===== config.mk =====
export PLATFORM = sky130hd
export DESIGN_NAME = windowed_load_hysteresis_governor_unit
export DESIGN_NICKNAME = d
export VERILOG_FILES = /design/src/rtl/wlhg_pkg.sv /design/src/rtl/wlhg_alu.sv /design/src/rtl/wlhg_log.sv /design/src/rtl/windowed_load_hysteresis_governor_unit.sv
export SDC_FILE = /design/constraint.sdc
export NUM_CORES = 1
export LEC_CHECK = 0
export CAP_MARGIN = 20
export CORE_ASPECT_RATIO = 1.75
export CORE_UTILIZATION = 50
export CTS_CLUSTER_SIZE = 30
export DETAILED_ROUTE_END_ITERATION = 8
export DONT_BUFFER_PORTS = 1
export SYNTH_ARGS = -nofsm -noshare
export SYNTH_HDL_FRONTEND = slang
export SYNTH_SLANG_ARGS = --single-unit

===== constraint.sdc =====
create_clock -name clk -period 7.47 [get_ports clk]
set_input_delay 0.747 -clock clk [delete_from_list [all_inputs] [get_ports clk]]
set_output_delay 0.747 -clock clk [all_outputs]
set_load 0.01 [all_outputs]

===== src/rtl/wlhg_pkg.sv =====
// Shared types and constants for the windowed load hysteresis governor.
// No dependencies; imported by every module of the block.
package wlhg_pkg;

  // stream payload widths (whole bytes)
  localparam int IN_TDATA_W  = 40;
  localparam int OUT_TDATA_W = 72;
  localparam int FIELD_W     = 32;

  // configuration port
  localparam int CFG_AW = 4;
  localparam int CFG_DW = 32;

  localparam logic [CFG_AW-1:0] CFG_ADDR_WINDOW    = 4'h0;
  localparam logic [CFG_AW-1:0] CFG_ADDR_FAST_THR  = 4'h4;
  localparam logic [CFG_AW-1:0] CFG_ADDR_SLOW_THR  = 4'h8;
  localparam logic [CFG_AW-1:0] CFG_ADDR_INIT_MODE = 4'hC;

  localparam logic [CFG_DW-1:0] RST_WINDOW    = 32'd1000;
  localparam logic [CFG_DW-1:0] RST_FAST_THR  = 32'd700;
  localparam logic [CFG_DW-1:0] RST_SLOW_THR  = 32'd300;

  typedef enum logic {
    ALU_ADD,
    ALU_SUB
  } alu_op_t;

  typedef enum logic [3:0] {
    ST_IDLE,
    ST_LOG,
    ST_START,
    ST_FETCH,
    ST_TEST,
    ST_ACC,
    ST_TAIL,
    ST_TAIL_ADD,
    ST_MODE,
    ST_WAKE,
    ST_OUT
  } state_t;

endpackage


===== src/rtl/wlhg_alu.sv =====
// Shared add/subtract unit used for the time sums, differences and threshold compares.
// Depends on wlhg_pkg (alu_op_t).
module wlhg_alu #(
  parameter int W = 32
) (
  input  wlhg_pkg::alu_op_t op,
  input  logic [W-1:0]      a,
  input  logic [W-1:0]      b,
  output logic [W-1:0]      res,
  output logic              cy    // carry out on add, borrow on subtract
);
  import wlhg_pkg::*;

  logic [W:0]   sum;
  logic [W-1:0] b_op;
  logic         is_sub;

  assign is_sub = (op == ALU_SUB);
  assign b_op   = is_sub ? ~b : b;
  assign sum    = {1'b0, a} + {1'b0, b_op} + {{W{1'b0}}, is_sub};
  assign res    = sum[W-1:0];
  assign cy     = is_sub ? ~sum[W] : sum[W];

endmodule


===== src/rtl/wlhg_log.sv =====
// Ring memory of busy-state change records: change time and previous busy flag.
// One write and one registered read port; depends on wlhg_pkg only by convention.
module wlhg_log #(
  parameter int DEPTH = 16,
  parameter int TW    = 32
) (
  input  logic                     clk,
  input  logic                     wr_en,
  input  logic [$clog2(DEPTH)-1:0] wr_addr,
  input  logic [TW-1:0]            wr_time,
  input  logic                     wr_busy,
  input  logic [$clog2(DEPTH)-1:0] rd_addr,
  output logic [TW-1:0]            rd_time,
  output logic                     rd_busy
);
  import wlhg_pkg::*;

  logic [TW-1:0] time_mem [DEPTH];
  logic          busy_mem [DEPTH];

  always_ff @(posedge clk) begin
    if (wr_en) begin
      time_mem[wr_addr] <= wr_time;
      busy_mem[wr_addr] <= wr_busy;
    end
  end

  always_ff @(posedge clk) begin
    rd_time <= time_mem[rd_addr];
    rd_busy <= busy_mem[rd_addr];
  end

endmodule


===== src/rtl/windowed_load_hysteresis_governor_unit.sv =====
// Windowed load hysteresis governor. Each input transfer carries a tick timestamp and the
// component's busy flag; each one yields exactly one result transfer with the suggested power
// mode, a changed flag, the busy time inside the sliding window and an optional wake-up delay.
// Busy-flag changes are kept in a ring log of HISTORY_DEPTH entries. Work is done by one
// shared add/subtract unit under a sequencer, which per item logs any busy change, forms the
// window start, fetches and tests each log entry visited, adds each busy interval that falls
// in the window, adds the open interval when busy, then compares against the thresholds and
// forms the wake-up delay; with evaluation disabled (zero window) it goes from the log update
// straight to the result. One item is worked at a time; a new one may be accepted while a result waits.
module windowed_load_hysteresis_governor_unit #(
  parameter int HISTORY_DEPTH = 16,
  parameter int TIME_BITS     = 32
) (
  input  logic                               clk,
  input  logic                               rst_n,
  // input stream
  input  logic                               in_tvalid,
  output logic                               in_tready,
  input  logic [wlhg_pkg::IN_TDATA_W-1:0]    in_tdata,   // now[31:0], busy_req[32]
  // result stream
  output logic                               out_tvalid,
  input  logic                               out_tready,
  // power_mode[0], mode_changed[1], busy_time[33:2], wake_valid[34],
  // wake_delay[66:35], history_overflow[67]
  output logic [wlhg_pkg::OUT_TDATA_W-1:0]   out_tdata,
  // configuration
  input  logic                               cfg_psel,
  input  logic                               cfg_penable,
  input  logic                               cfg_pwrite,
  input  logic [wlhg_pkg::CFG_AW-1:0]        cfg_paddr,
  input  logic [wlhg_pkg::CFG_DW-1:0]        cfg_pwdata,
  output logic [wlhg_pkg::CFG_DW-1:0]        cfg_prdata,
  output logic                               cfg_pready
);
  import wlhg_pkg::*;

  localparam int TW   = TIME_BITS;
  localparam int CW   = (TIME_BITS > FIELD_W) ? TIME_BITS : FIELD_W;
  localparam int AW   = $clog2(HISTORY_DEPTH);
  localparam int CNTW = $clog2(HISTORY_DEPTH + 1);

  localparam logic [CW:0]     TM_EXT    = ({{CW{1'b0}}, 1'b1} << TW) - 1'b1;
  localparam logic [CW-1:0]   TIME_MASK = TM_EXT[CW-1:0];
  localparam logic [AW-1:0]   LAST_IDX  = AW'(HISTORY_DEPTH - 1);
  localparam logic [AW:0]     DEPTH_S   = (AW + 1)'(HISTORY_DEPTH);
  localparam logic [CNTW-1:0] DEPTH_C   = CNTW'(HISTORY_DEPTH);

  function automatic logic [AW-1:0] wrap_inc(input logic [AW-1:0] v);
    wrap_inc = (v == LAST_IDX) ? '0 : v + 1'b1;
  endfunction

  // configuration registers
  logic [CFG_DW-1:0] window_r, fast_thr_r, slow_thr_r;
  logic              init_mode_r;
  logic              cfg_wr;

  // control state
  state_t          state_r, state_nxt;
  logic [AW-1:0]   head_r, ptr_r;
  logic [CNTW-1:0] count_r, left_r;
  logic            last_busy_r, mode_r, started_r, prune_r;

  // per-item working registers
  logic [CW-1:0]   now_r, start_r, exec_r, diff_r, wake_delay_r;
  logic            busy_in_r, changed_r, overflow_r, wake_valid_r;

  // output register
  logic                   out_tvalid_r;
  logic [OUT_TDATA_W-1:0] out_tdata_r;
  logic                   out_free;

  // shared unit
  alu_op_t       alu_op;
  logic [CW-1:0] alu_a, alu_b, alu_res, sat_res;
  logic          alu_cy;

  // log memory
  logic          log_wr_en;
  logic [AW-1:0] log_wr_addr;
  logic [TW-1:0] log_rd_time;
  logic          log_rd_busy;
  logic [AW:0]   slot_sum;
  logic [CW-1:0] rd_time_ext, win_masked, now_in;
  logic          eval_en, log_full, test_pos;

  wlhg_alu #(.W(CW)) u_alu (
    .op  (alu_op),
    .a   (alu_a),
    .b   (alu_b),
    .res (alu_res),
    .cy  (alu_cy)
  );

  wlhg_log #(.DEPTH(HISTORY_DEPTH), .TW(TW)) u_log (
    .clk     (clk),
    .wr_en   (log_wr_en),
    .wr_addr (log_wr_addr),
    .wr_time (now_r[TW-1:0]),
    .wr_busy (last_busy_r),
    .rd_addr (ptr_r),
    .rd_time (log_rd_time),
    .rd_busy (log_rd_busy)
  );

  assign cfg_pready  = 1'b1;
  assign cfg_wr      = cfg_psel & cfg_penable & cfg_pwrite & cfg_pready;
  assign eval_en     = (window_r != '0);
  assign win_masked  = CW'(window_r) & TIME_MASK;
  assign now_in      = CW'(in_tdata[FIELD_W-1:0]) & TIME_MASK;
  assign rd_time_ext = CW'(log_rd_time);
  assign log_full    = (count_r == DEPTH_C);
  assign slot_sum    = {1'b0, head_r} + (AW + 1)'(count_r);
  assign sat_res     = (alu_cy || alu_res > TIME_MASK) ? TIME_MASK : alu_res;
  assign test_pos    = !alu_cy && (alu_res != '0);
  assign out_free    = !out_tvalid_r || out_tready;
  assign out_tvalid  = out_tvalid_r;
  assign out_tdata   = out_tdata_r;

  always_comb begin
    cfg_prdata = '0;
    unique case (cfg_paddr)
      CFG_ADDR_WINDOW:    cfg_prdata = window_r;
      CFG_ADDR_FAST_THR:  cfg_prdata = fast_thr_r;
      CFG_ADDR_SLOW_THR:  cfg_prdata = slow_thr_r;
      CFG_ADDR_INIT_MODE: cfg_prdata = {{(CFG_DW-1){1'b0}}, init_mode_r};
      default:            cfg_prdata = '0;
    endcase
  end

  always_ff @(posedge clk) begin
    if (!rst_n) begin
      window_r    <= RST_WINDOW;
      fast_thr_r  <= RST_FAST_THR;
      slow_thr_r  <= RST_SLOW_THR;
      init_mode_r <= 1'b0;
    end else if (cfg_wr) begin
      unique case (cfg_paddr)
        CFG_ADDR_WINDOW:    window_r    <= cfg_pwdata;
        CFG_ADDR_FAST_THR:  fast_thr_r  <= cfg_pwdata;
        CFG_ADDR_SLOW_THR:  slow_thr_r  <= cfg_pwdata;
        CFG_ADDR_INIT_MODE: init_mode_r <= cfg_pwdata[0];
        default: ;
      endcase
    end
  end

  // next state
  always_comb begin
    state_nxt = state_r;
    unique case (state_r)
      ST_IDLE:     if (in_tvalid) state_nxt = ST_LOG;
      ST_LOG:      state_nxt = eval_en ? ST_START : ST_OUT;
      ST_START:    state_nxt = ST_FETCH;
      ST_FETCH:    state_nxt = (left_r == '0) ? ST_TAIL : ST_TEST;
      ST_TEST:     state_nxt = (test_pos && log_rd_busy) ? ST_ACC : ST_FETCH;
      ST_ACC:      state_nxt = ST_FETCH;
      ST_TAIL:     state_nxt = (last_busy_r && !alu_cy) ? ST_TAIL_ADD : ST_MODE;
      ST_TAIL_ADD: state_nxt = ST_MODE;
      ST_MODE:     state_nxt = ST_WAKE;
      ST_WAKE:     state_nxt = ST_OUT;
      ST_OUT:      if (out_free) state_nxt = ST_IDLE;
      default:     state_nxt = ST_IDLE;
    endcase
  end

  // sequencer outputs: handshake, log write, operand selection
  always_comb begin
    in_tready   = 1'b0;
    log_wr_en   = 1'b0;
    log_wr_addr = (slot_sum >= DEPTH_S) ? AW'(slot_sum - DEPTH_S) : slot_sum[AW-1:0];
    alu_op      = ALU_ADD;
    alu_a       = '0;
    alu_b       = '0;
    unique case (state_r)
      ST_IDLE: in_tready = 1'b1;
      ST_LOG: begin
        log_wr_en = (busy_in_r != last_busy_r);
        // full log: the new entry takes the oldest slot
        if (log_full) log_wr_addr = head_r;
      end
      ST_START: begin
        alu_op = ALU_SUB;
        alu_a  = now_r;
        alu_b  = win_masked;
      end
      ST_TEST: begin
        alu_op = ALU_SUB;
        alu_a  = rd_time_ext;
        alu_b  = start_r;
      end
      ST_ACC, ST_TAIL_ADD: begin
        alu_a = exec_r;
        alu_b = diff_r;
      end
      ST_TAIL: begin
        alu_op = ALU_SUB;
        alu_a  = now_r;
        alu_b  = start_r;
      end
      ST_MODE: begin
        alu_op = ALU_SUB;
        alu_a  = mode_r ? CW'(slow_thr_r) : exec_r;
        alu_b  = mode_r ? exec_r : CW'(fast_thr_r);
      end
      ST_WAKE: begin
        alu_op = ALU_SUB;
        alu_a  = mode_r ? exec_r : CW'(fast_thr_r);
        alu_b  = mode_r ? CW'(slow_thr_r) : exec_r;
      end
      default: ;
    endcase
  end

  always_ff @(posedge clk) begin
    if (!rst_n) state_r <= ST_IDLE;
    else        state_r <= state_nxt;
  end

  // control state
  always_ff @(posedge clk) begin
    if (!rst_n) begin
      head_r      <= '0;
      count_r     <= '0;
      last_busy_r <= 1'b0;
      mode_r      <= 1'b0;
      started_r   <= 1'b0;
      ptr_r       <= '0;
      left_r      <= '0;
      prune_r     <= 1'b0;
    end else begin
      case (state_r)
        ST_IDLE: begin
          if (in_tvalid && !started_r) begin
            started_r <= 1'b1;
            mode_r    <= init_mode_r;
          end
        end
        ST_LOG: begin
          if (busy_in_r != last_busy_r) begin
            last_busy_r <= busy_in_r;
            if (log_full) head_r  <= wrap_inc(head_r);
            else          count_r <= count_r + 1'b1;
          end
        end
        ST_START: begin
          ptr_r   <= head_r;
          left_r  <= count_r;
          prune_r <= 1'b1;
        end
        ST_TEST: begin
          ptr_r  <= wrap_inc(ptr_r);
          left_r <= left_r - 1'b1;
          if (alu_cy) begin
            // older than the window start: drop while still at the front
            if (prune_r) begin
              head_r  <= wrap_inc(head_r);
              count_r <= count_r - 1'b1;
            end
          end else begin
            prune_r <= 1'b0;
          end
        end
        ST_MODE: begin
          if (!alu_cy) mode_r <= ~mode_r;
        end
        default: ;
      endcase
    end
  end

  // per-item datapath
  always_ff @(posedge clk) begin
    case (state_r)
      ST_IDLE: begin
        now_r        <= now_in;
        busy_in_r    <= in_tdata[FIELD_W];
        changed_r    <= !started_r;
        overflow_r   <= 1'b0;
        exec_r       <= '0;
        wake_valid_r <= 1'b0;
        wake_delay_r <= '0;
      end
      ST_LOG: begin
        if (busy_in_r != last_busy_r && log_full) overflow_r <= 1'b1;
      end
      ST_START: start_r <= alu_cy ? '0 : alu_res;
      ST_TEST: begin
        if (test_pos) begin
          start_r <= rd_time_ext;
          diff_r  <= alu_res;
        end
      end
      ST_TAIL:     diff_r <= alu_res;
      ST_ACC:      exec_r <= sat_res;
      ST_TAIL_ADD: exec_r <= sat_res;
      ST_MODE: begin
        if (!alu_cy) changed_r <= 1'b1;
      end
      ST_WAKE: begin
        if (mode_r != last_busy_r) begin
          wake_valid_r <= 1'b1;
          wake_delay_r <= alu_cy ? '0 : alu_res;
        end
      end
      default: ;
    endcase
  end

  // result register
  always_ff @(posedge clk) begin
    if (!rst_n) begin
      out_tvalid_r <= 1'b0;
    end else if (state_r == ST_OUT && out_free) begin
      out_tvalid_r <= 1'b1;
    end else if (out_tready) begin
      out_tvalid_r <= 1'b0;
    end
  end

  always_ff @(posedge clk) begin
    if (state_r == ST_OUT && out_free) begin
      out_tdata_r <= {4'b0000, overflow_r, wake_delay_r[FIELD_W-1:0], wake_valid_r,
                      exec_r[FIELD_W-1:0], changed_r, mode_r};
    end
  end

endmodule


==> results.md <==
- Initial antenna violation count: 1
- Vias in the first global route: 24264
- Final Cell Area: 43050 um^2
- RSZ-0062 raised after global routing: false
- Adder-cell share of the synthesized area: 0.01476
- Hold WS: 158.1 ps
- Worst setup SP type: flop
- DR vias/cell: 6.407
- Critical Path RT: 7860 ps
- Wire length of the first global-routing pass: 160.1 mm
- Vias post-DR: 23935
- Syn Area/Cell: 14.60 um^2
- Fin cells: 3736
- Worst-Skew Late Latency: 680 ps
- Total gr overflow: 0
- Largest family of logic cells by synthesized area: multiplexers
- Rel. slew slack: 0.2775
- Final worst-path cycle share: 0.9628
- DP Area: 40300 um^2
- Final Hold Fails: 0
- Compound-Gate Fraction of Synth Area: 0.1013
- Simple-gate share of the synthesized area: 0.06338
- Mapped Area: 38810 um^2
- Starting Density: 0.5066
- Crit path time final: 7192 ps
- Die Footprint: 78790 um^2
- Final nets: 2774
- Largest net degree at the start of global routing: 101
- Peak supply drop: 0.0002203 V
- Root Driver: clkbuf_16
- Met1 usage: 0.3239
- CTS tree: done
- Max Clock Freq: 139.0 MHz
- CP Class: reg -> reg
- Total GRT Usage: 0.2858
- Final ANT Viol Nets: 0
- ANT cells: 0
- Synth top area share: 0.5880
- DP Cell Count: 3582
- Port bufs: 0
- Routed WL: 110.9 mm
- Crit-path cells: or4bb_1 > inv_2 > buf_4 > a22oi_1 > a21oi_1 > o21ai_0 > ha_1 > nand2_1 > nor3b_1 > o31ai_1 > a21oi_1 > o21ai_0 > a21oi_1 > xnor2_1 > inv_1 > nor3_1 > buf_4 > and4_1 > buf_4 > o21ai_4 > buf_12
- Tightest Pin Transition: 1080 ps
- Pwr dens: 297.3 nW/um^2
- Mapped Cells: 2658
- Xor and xnor fraction of the mapped netlist area: 0.008800
- Mux contribution to synthesized area: 0.1159
- Hold WC Path Type: in -> reg
- Die X: 212.6 um
- Num ports: 190
- Fin. max-slew vios: 0
- DR WL/cell: 29.69 um
- Dpl hpwl: 71.22 mm
- Met3 Use GR: 0.04674
- CTS Hold Buffers Added: 0
- Die Y-Extent: 370.6 um
- Most common cell after layout, fill and taps aside: edfxtp_1
- Ys async rst share: 0
- Maximum root-to-sink buffer count: 3
- Final clock skew: 23.66 ps
- Core area: 76620 um^2
- Setup TNS: 0 ps
- Busiest grt layer: met2
- Area grow syn2layout: 10.92%
- Critical path arrival: 7590 ps
- Grt met2 use: 0.5090
- Critical-path top delay cell: nor3b_1
- Area contributors post-synth: edfxtp_1, mux4_2, dfxtp_1
- Num CTS Buffers: 83
- Seq cells post-synth: 917
- H-Tree Depth: 3
- Leakage power figure: 14.07 nW
- Residual DRC count: 0
- First DRT Iteration DRCs: 2819
- Rows: 134
- Final weighted congestion in routability-driven placement: 0.9840
- Commonest cells after routing, fill and taps aside: edfxtp_1, nand2_1, a21oi_1
- Post-CTS Setup Bufs: 0
- Max-cap viol count: 0
- Share of cells above drive strength 1: 0.1675
- Sequential element share of the synthesized area: 0.6690
- Sink Count: 917
- Crit path capture type: flop
- Pre-Repair DR Iteration Count: 9
- Crit-path max FO: 34
- Clock transition at the registers of the reported paths: 70 ps
- Synth area leader: edfxtp_1
- Top FF cell, synth: edfxtp_1
- Yosys warns: 0
- Crit-path max cell delay: 830 ps
- # setup viols final: 0
- Post-synth EDFFs: 760
- Status: finished, final reports clean
- Yosys cell types: 79
- Post-cts gate resize count: 0
==> Yosys cell counts (22+ instances only) <==
cell and instances:
mux2_2 32, nand3_1 34, dfxtp_1 157, nor2_1 98
clkbuf_1 151, mux2i_1 42, inv_1 83, a221oi_1 33
a221o_1 32, buf_1 22, a222oi_1 62, xnor2_1 23
a22oi_1 35, a21oi_1 208, edfxtp_1 760, mux4_2 165
o211ai_1 36, o21ai_0 102, nor3_1 22, nand2_1 319
ha_1 41
==> layout make-up <==
cell class / instances / area (um^2)
multi-input cells: 1476 / 12020
clock inverters: 43 / 446.7
well taps: 1020 / 1276
inverters: 85 / 320.3
flip-flops and latches: 917 / 25980
fillers: 6080 / 33570
clock buffers: 111 / 2307
repair buffers: 84 / 705.7
==> worst max-delay path: cells and delay by family, from the launching register on <==
family,cells,cell delay (ps)
compound gates,8,1810
buf+inv,6,1480
xor+xnor,1,300
fa+ha+maj,1,470
simple gates,5,2040
flops,1,700
==> per-stage QoR <==
stage	setup slack [ps]	util	power, W
5_1_grt	310.2	0.5619	0.01323
6_report	278.0	0.5619	0.01280
2_1_floorplan	1354	-	0.007656
4_1_cts	491.3	0.5619	0.01287
3_5_place_dp	562.6	0.5259	0.008561
3_3_place_gp	445.8	0.5258	0.008497
==> state kept, by name, indices dropped and copies added (netlist names), 4 cells and up <==
| signal | flops |
|---|---|
| u_log.time_mem | 512 |
| out_tdata | 68 |
| diff_r | 32 |
| exec_r | 32 |
| fast_thr_r | 32 |
| now_r | 32 |
| slow_thr_r | 32 |
| start_r | 32 |
| u_log.rd_time | 32 |
| wake_delay_r | 32 |
| win_masked | 32 |
| u_log.busy_mem | 16 |
| count_r | 5 |
| left_r | 5 |
| head_r | 4 |
| ptr_r | 4 |
| state_r | 4 |
==> routing by layer <==
layer | up-vias | routed length, um
li1 | 10370 | -
met2 | 1120 | 58540
met3 | 293 | 7388
met4 | 0 | 6033
met5 | - | 0
met1 | 12152 | 38950
==> worst paths after layout <==
check / from / to / slack, ps / depth (start not counted)
hold / removal: in_tdata[25] / now_r[25]$_DFFE_PP_ / 160 / 0
setup reg to reg: state_r[0]$_SDFFE_PN0P_ / diff_r[20]$_DFFE_PP_ / 280 / 21
setup / recovery: state_r[0]$_SDFFE_PN0P_ / diff_r[20]$_DFFE_PP_ / 280 / 21
hold reg to reg: wake_delay_r[24]$_SDFFCE_PP0P_ / out_tdata[59]$_DFFE_PP_ / 420 / 0
==> kinds of logic (layout without fill, tap and decap cells) <==
group,Yosys count,in the layout
flip-flops,917,917
AO/OA/AOI/OAI,586,586
AND/OR/NAND/NOR,563,563
buffers and inverters,268,323
multiplexers,239,239
adder cells (fa/ha/maj),44,44
XOR/XNOR,39,39
other,2,5
==> power by group <==
group / internal, W / leakage [nW] / switching (W)
Sequential: 0.00613 / 8.30 / 0.000458
Combinational: 0.000717 / 4.43 / 0.00116
Clock: 0.00240 / 1.34 / 0.00193
Total: 0.00925 / 14.1 / 0.00355
Power figures use the tool's default switching activity.
